**src/sv/vctm_pkg.sv**
```systemverilog
// ----------------------------------------------------------------------------
// vctm_pkg
// Shared types, codes and helpers for the voxel dilation and erosion block.
// ----------------------------------------------------------------------------
package vctm_pkg;

    localparam int DEF_MAX_X      = 64;
    localparam int DEF_MAX_Y      = 64;
    localparam int DEF_MAX_Z      = 64;
    localparam int DEF_MAX_RADIUS = 8;

    localparam int POS_W    = 6;
    localparam int SIZE_W   = 7;
    localparam int RAD_W    = 4;
    localparam int THR_W    = 13;
    localparam int VOX_W    = 8;
    localparam int SUM_W    = 8;
    localparam int CFG_IX_W = 3;
    localparam int CFG_D_W  = 13;

    localparam logic [VOX_W-1:0] FULL_VALUE = 8'd255;

    localparam logic MODE_DILATE = 1'b0;
    localparam logic MODE_ERODE  = 1'b1;

    localparam logic CMD_WRITE   = 1'b0;
    localparam logic CMD_COMPUTE = 1'b1;

    typedef enum logic [CFG_IX_W-1:0] {
        CFG_MODE      = 3'd0,
        CFG_X_SIZE    = 3'd1,
        CFG_Y_SIZE    = 3'd2,
        CFG_Z_SIZE    = 3'd3,
        CFG_RADIUS    = 3'd4,
        CFG_THRESHOLD = 3'd5
    } cfg_index_t;

    typedef enum logic [2:0] {
        ST_IDLE,
        ST_CENTER,
        ST_SCAN,
        ST_DRAIN,
        ST_FINISH
    } state_t;

    // Configuration as seen by the engine, with sizes and radius saturated.
    typedef struct packed {
        logic              mode;
        logic [SIZE_W-1:0] x_size;
        logic [SIZE_W-1:0] y_size;
        logic [SIZE_W-1:0] z_size;
        logic [RAD_W-1:0]  radius;
        logic [THR_W-1:0]  threshold;
    } vctm_cfg_t;

    typedef struct packed {
        logic             we;
        logic [VOX_W-1:0] wdata;
    } vctm_mem_req_t;

    function automatic logic [SIZE_W-1:0] clamp_coord(
        input logic signed [SUM_W-1:0] c,
        input logic        [SIZE_W-1:0] size
    );
        logic [SIZE_W-1:0] res;
        if (c < 0)
        begin
            res = '0;
        end
        else if (c >= $signed(SUM_W'(size)))
        begin
            res = size - SIZE_W'(1);
        end
        else
        begin
            res = c[SIZE_W-1:0];
        end
        return res;
    endfunction

endpackage

```
**src/sv/vctm_engine.sv**
```systemverilog
// ----------------------------------------------------------------------------
// vctm_engine
// Sequencer that stores voxels, reads the centre voxel, sweeps the window
// through the memory one voxel a cycle and forms the result.
// ----------------------------------------------------------------------------
module vctm_engine
    import vctm_pkg::*;
#(
    parameter int MAX_X      = DEF_MAX_X,
    parameter int MAX_Y      = DEF_MAX_Y,
    parameter int MAX_Z      = DEF_MAX_Z,
    parameter int MAX_RADIUS = DEF_MAX_RADIUS,
    parameter int AW         = 18
)
(
    input  logic              clk,
    input  logic              rst_n,
    input  vctm_cfg_t         cfg,
    input  logic              start,
    input  logic              command,
    input  logic [POS_W-1:0]  pos_x,
    input  logic [POS_W-1:0]  pos_y,
    input  logic [POS_W-1:0]  pos_z,
    input  logic [VOX_W-1:0]  voxel_value,
    output logic              busy,
    output logic              done,
    output logic [VOX_W-1:0]  result_value,
    output vctm_mem_req_t     mem_req,
    output logic [AW-1:0]     mem_addr,
    input  logic [VOX_W-1:0]  mem_rdata
);

    localparam int RMAX    = (MAX_RADIUS < 15) ? MAX_RADIUS : 15;
    localparam int OW      = $clog2(MAX_RADIUS + 1) + 1;
    localparam int CNT_MAX = (2 * RMAX) * (2 * RMAX) * (2 * RMAX);
    localparam int CNTW    = $clog2(CNT_MAX + 1);
    localparam int CMPW    = (CNTW > THR_W) ? CNTW : THR_W;

    state_t state_reg, state_next;

    logic signed [OW-1:0] off_x_reg, off_x_next;
    logic signed [OW-1:0] off_y_reg, off_y_next;
    logic signed [OW-1:0] off_z_reg, off_z_next;
    logic [CNTW-1:0]      count_reg, count_next;
    logic                 pend_reg, pend_next;
    logic                 done_reg, done_next;
    logic [VOX_W-1:0]     result_reg, result_next;
    logic [VOX_W-1:0]     cur_reg;
    logic [POS_W-1:0]     px_reg, py_reg, pz_reg;

    logic                 accept;
    logic                 in_range;
    logic signed [OW-1:0] rad_s, rad_neg, rad_last;
    logic [POS_W-1:0]     sel_x, sel_y, sel_z;
    logic signed [OW-1:0] sel_ox, sel_oy, sel_oz;
    logic [SIZE_W-1:0]    cx, cy, cz;
    logic [31:0]          addr_full;
    logic [CMPW-1:0]      count_cmp, thr_cmp;

    assign accept   = start && (state_reg == ST_IDLE);
    assign in_range = ({1'b0, pos_x} < cfg.x_size) && ({1'b0, pos_y} < cfg.y_size)
                      && ({1'b0, pos_z} < cfg.z_size);

    assign rad_s    = OW'($signed({1'b0, cfg.radius}));
    assign rad_neg  = -rad_s;
    assign rad_last = rad_s - OW'(1);

    assign sel_x  = (state_reg == ST_IDLE) ? pos_x : px_reg;
    assign sel_y  = (state_reg == ST_IDLE) ? pos_y : py_reg;
    assign sel_z  = (state_reg == ST_IDLE) ? pos_z : pz_reg;
    assign sel_ox = (state_reg == ST_IDLE) ? '0 : off_x_reg;
    assign sel_oy = (state_reg == ST_IDLE) ? '0 : off_y_reg;
    assign sel_oz = (state_reg == ST_IDLE) ? '0 : off_z_reg;

    assign cx = clamp_coord($signed(SUM_W'(sel_x)) + SUM_W'(sel_ox), cfg.x_size);
    assign cy = clamp_coord($signed(SUM_W'(sel_y)) + SUM_W'(sel_oy), cfg.y_size);
    assign cz = clamp_coord($signed(SUM_W'(sel_z)) + SUM_W'(sel_oz), cfg.z_size);

    assign addr_full = 32'((32'(cz) * MAX_Y + 32'(cy)) * MAX_X + 32'(cx));
    assign mem_addr  = addr_full[AW-1:0];

    assign mem_req.we    = accept && in_range && (command == CMD_WRITE);
    assign mem_req.wdata = voxel_value;

    assign count_cmp = CMPW'(count_reg);
    assign thr_cmp   = CMPW'(cfg.threshold);

    always_ff @(posedge clk or negedge rst_n)
    begin
        if (!rst_n)
        begin
            state_reg  <= ST_IDLE;
            off_x_reg  <= '0;
            off_y_reg  <= '0;
            off_z_reg  <= '0;
            count_reg  <= '0;
            pend_reg   <= 1'b0;
            done_reg   <= 1'b0;
        end
        else
        begin
            state_reg  <= state_next;
            off_x_reg  <= off_x_next;
            off_y_reg  <= off_y_next;
            off_z_reg  <= off_z_next;
            count_reg  <= count_next;
            pend_reg   <= pend_next;
            done_reg   <= done_next;
        end
    end

    always_ff @(posedge clk)
    begin
        result_reg <= result_next;
        if (accept)
        begin
            px_reg <= pos_x;
            py_reg <= pos_y;
            pz_reg <= pos_z;
        end
        if (state_reg == ST_CENTER)
        begin
            cur_reg <= mem_rdata;
        end
    end

    always_comb
    begin
        state_next  = state_reg;
        off_x_next  = off_x_reg;
        off_y_next  = off_y_reg;
        off_z_next  = off_z_reg;
        done_next   = 1'b0;
        result_next = result_reg;
        pend_next   = (state_reg == ST_SCAN);
        count_next  = count_reg + CNTW'(pend_reg && (mem_rdata != '0));

        unique case (state_reg)
            ST_IDLE:
            begin
                if (accept && in_range && (command == CMD_COMPUTE))
                begin
                    count_next = '0;
                    state_next = ST_CENTER;
                end
            end
            ST_CENTER:
            begin
                if ((cfg.mode == MODE_ERODE) && (mem_rdata == '0))
                begin
                    result_next = '0;
                    done_next   = 1'b1;
                    state_next  = ST_IDLE;
                end
                else if ((cfg.mode == MODE_DILATE) && (mem_rdata != '0))
                begin
                    result_next = mem_rdata;
                    done_next   = 1'b1;
                    state_next  = ST_IDLE;
                end
                else if (cfg.radius == '0)
                begin
                    state_next = ST_FINISH;
                end
                else
                begin
                    off_x_next = rad_neg;
                    off_y_next = rad_neg;
                    off_z_next = rad_neg;
                    state_next = ST_SCAN;
                end
            end
            ST_SCAN:
            begin
                if (off_x_reg == rad_last)
                begin
                    off_x_next = rad_neg;
                    if (off_y_reg == rad_last)
                    begin
                        off_y_next = rad_neg;
                        if (off_z_reg == rad_last)
                        begin
                            state_next = ST_DRAIN;
                        end
                        else
                        begin
                            off_z_next = off_z_reg + OW'(1);
                        end
                    end
                    else
                    begin
                        off_y_next = off_y_reg + OW'(1);
                    end
                end
                else
                begin
                    off_x_next = off_x_reg + OW'(1);
                end
            end
            ST_DRAIN:
            begin
                state_next = ST_FINISH;
            end
            ST_FINISH:
            begin
                if (cfg.mode == MODE_DILATE)
                begin
                    result_next = (count_cmp >= thr_cmp) ? FULL_VALUE : '0;
                end
                else
                begin
                    result_next = (count_cmp <= thr_cmp) ? '0 : cur_reg;
                end
                done_next  = 1'b1;
                state_next = ST_IDLE;
            end
            default:
            begin
                state_next = ST_IDLE;
            end
        endcase
    end

    assign busy         = (state_reg != ST_IDLE);
    assign done         = done_reg;
    assign result_value = result_reg;

endmodule

```
**config.mk**
```make
export PLATFORM = sky130hd
export DESIGN_NAME = vctm_engine
export DESIGN_NICKNAME = d
export VERILOG_FILES = /design/src/sv/vctm_pkg.sv /design/src/sv/vctm_engine.sv
export SDC_FILE = /design/constraint.sdc
export NUM_CORES = 1
export LEC_CHECK = 0
export BUFFER_PORTS_ARGS = -buffer_cell sky130_fd_sc_hd__buf_2
export CORE_AREA = 2 2 131 120
export DETAILED_ROUTE_END_ITERATION = 8
export DIE_AREA = 0 0 133 122
export PLACE_DENSITY = 0.65
export SYNTH_ARGS = -nofsm -noshare
export SYNTH_HDL_FRONTEND = slang
export SYNTH_SLANG_ARGS = --single-unit
```
**constraint.sdc**
```tcl
create_clock -name clk -period 7.1 [get_ports clk]
set_input_delay 1.065 -clock clk [delete_from_list [all_inputs] [get_ports clk]]
set_output_delay 1.065 -clock clk [all_outputs]
set_load 0.05 [all_outputs]
```
==> results.yml <==
run_status:
  outcome: "complete, no violations"
logic_synthesis:
  ys_seq_area_share_pct: 28.2
  synth_cells: 755
  yosysWarnings: 0
  async_flop_share_pct: 49.3
  netlist_top_cells_count: "nand2_1 (105), ha_1 (85), inv_1 (66)"
  ys_seq_elements: 67
  dominantRegCellSynth: "edfxtp_1"
  synth_edf_count: 34
  yosysUniqueCellTypes: 74
  synth_area_per_cell_sq_um: 8.67
  synthTopCellsByArea: "ha_1 (16%), edfxtp_1 (16%), dfrtp_1 (13%)"
  yosys.area.top_type: "ha_1"
  synth_top_area_share_pct: 16.3
  synth_nets: 920
  synth_most_common_cell: "nand2_1"
  syn-cell-area_sq_um: 6540
sta:
  finalSetupViolCount: 0
  fin_tns_setup_ps: 0
  hold_slack_ps: 563
  worst_slew_pin_slew_ps: 1130
  relSlewSlack_pct: 24.7
  slew_violations: 0
  hold_viol: 0
  finClkSkew_ps: 8.03
  max_freq_mhz: 151
  rsz0062_at_grt: "no"
  period_share_pct: 93.3
  finalCriticalPeriod_ps: 6620
global_route:
  grt_pass1_wl_um: 24600
  grt_max_degree: 34
  gr-total-overflow: 0
  grt_usage_pct: 18.5
  grt_pass1_vias: 5174
  antenna_found_initial: 0
worst_setup_path:
  critPathSlowestCell: "dfrtp_1"
  r2r_slack_ps: 4220
  r2r-end: "off_z_reg[4]"
  reg2reg_depth: 6
  start_kind: "flip-flop"
  cp-end-kind: "primary output"
  worst_ep_required_time_ps: 6030
  crit_fanout: 21
  critPathMostFrequentCell: "a21o_1"
  reg2reg_from: "state_reg[2]"
  path_class: "flip-flop to primary output"
  crit_chain: "nor3_4, buf_4, nand2_1, nand2_1, ha_1, inv_1, fa_1, inv_1, ha_1, a21o_1, a21o_1, a21o_1, a21o_1, a21o_1, a21o_2, a211oi_1, ha_1, nand4_4, or3_4, nor4_4, xnor2_1, buf_2"
  max_stage_delay_ps: 490
  cp.arrival_ps: 5560
clocking:
  cts_buffers: 9
  cts-resized-gates: 0
  clk_pin_slew_ps: 60
  insertion_delay_ps: 330
  cts_root_buf: "clkbuf_16"
  hold_buffers: 0
  post_cts_buffers: 0
  clock_path_buffers: 2
  cts_sinks: 67
  cts_max_level: 3
  cts_tree: "done"
die:
  rows: 43
  dieArea_sq_um: 16200
  die_h_um: 122
  core_area_sq_um: 15000
  die_x_um: 133
  start_util_pct: 43.6
  pin_count: 114
final_layout:
  largest_register_ffs: 13
  area_growth_pct: 14.3
  num-fill-cells: 1433
  diodes: 0
  drive_gt1_share_pct: 17.3
  design_area_sq_um: 7480
  nNetsFinal: 1005
routing:
  finalWirelength_um: 14300
  drtPass1Iterations: 5
  drt-vias-per-instance: 5.13
  drt_iter0_markers: 284
  antenna_left: 0
  vias: 5371
  avgRoutedWirePerCell_um: 13.6
  drc_errors: 0
placement:
  port-buffer-count: 97
  place_area_sq_um: 7160
  dpl.hpwl_um: 11000
  place_congestion: 0.841
flow_run:
  maxCapViolCount: 0
worst_hold_path:
  min_path_type: "flip-flop to flip-flop"
  hold_path_depth: 2
  min-delay-start: "count_cmp[12]"
  hold-path-endpoint: "count_cmp[12]"
## cell type report
cell class / instances / area, sq um / share of cell area, %
tap: 202 / 253 / 3.38
multi-input combinational: 593 / 4310 / 57.6
timing repair buffer: 100 / 508 / 6.79
sequential: 67 / 1850 / 24.7
clock inverter: 7 / 81.3 / 1.09
inverter: 69 / 262 / 3.50
clock buffer: 9 / 225 / 3.01
## how the worst max path moves through the flow
stage	startpoint	end	cells after the start
finish	state_reg[1]	mem_addr[17]	22
detailed placement	pos_z[0]	mem_addr[17]	23
CTS	state_reg[1]	mem_addr[17]	20
floorplan	state_reg[1]	mem_addr[10]	25
global placement	pos_z[0]	mem_addr[17]	23
global route	state_reg[1]	mem_addr[17]	23
## per-layer routing
layer / vias up / track usage [%] / wire, um
met5: - / 0 / 0
met4: 0 / 3.90 / 129
met3: 8 / 3.04 / 555
met2: 107 / 28.7 / 6040
met1: 2455 / 27.0 / 7520
li1: 2801 / - / -
## placed cells by master, fill, tap and decap left out, drive strengths merged, types with 3 or more instances in the layout
cell,Yosys,final
nand2,105,105
buf,13,100
ha,85,85
inv,69,72
nor2,57,57
xnor2,44,44
a21oi,40,40
o21ai,36,36
edfxtp,34,34
dfrtp,33,33
nand3,27,27
a21o,24,24
xor2,22,22
and2,16,16
nand2b,15,15
nor3,13,13
and3,11,11
a211oi,11,11
clkbuf,13,9
mux2i,8,8
a32o,8,8
o21a,6,6
a31oi,6,6
nor2b,5,5
mux2,5,5
nor4,4,4
nand4,4,4
o22ai,4,4
o21bai,3,3
fa,3,3
o211ai,3,3
## cells by family after synthesis
group / count (synthesis) / synth area share [%]
AND/OR/NAND/NOR: 271 / 20.1
XOR/XNOR: 66 / 9.35
adder cells (fa/ha/maj): 88 / 17.2
flip-flops: 67 / 28.2
buffers and inverters: 95 / 6.08
multiplexers: 13 / 2.26
AO/OA/AOI/OAI: 155 / 16.8
## stage by stage
step / setup slack (ps) / std cells / util [%]
floorplan: 216 / 755 / -
global placement: 694 / 1031 / 47.7
detailed placement: 613 / 1031 / 47.7
CTS: 358 / 1047 / 49.8
global route: 71.5 / 1047 / 49.8
finish: 478 / 1047 / 49.8
## worst max-delay path, delay by kind of cell (launching register included)
kind                       cells  cell delay (ps)
adders and majority gates      4             1190
buffers and inverters          4              690
AOI/OAI and AO/OA              7             1540
and+or+nand+nor                6             1130
xor gates and xnor gates       1              140
DFF                            1              490
Power is left out: the tool's default activity adds up to more than one toggle a clock period on the data nets, which glitch-free logic cannot reach.
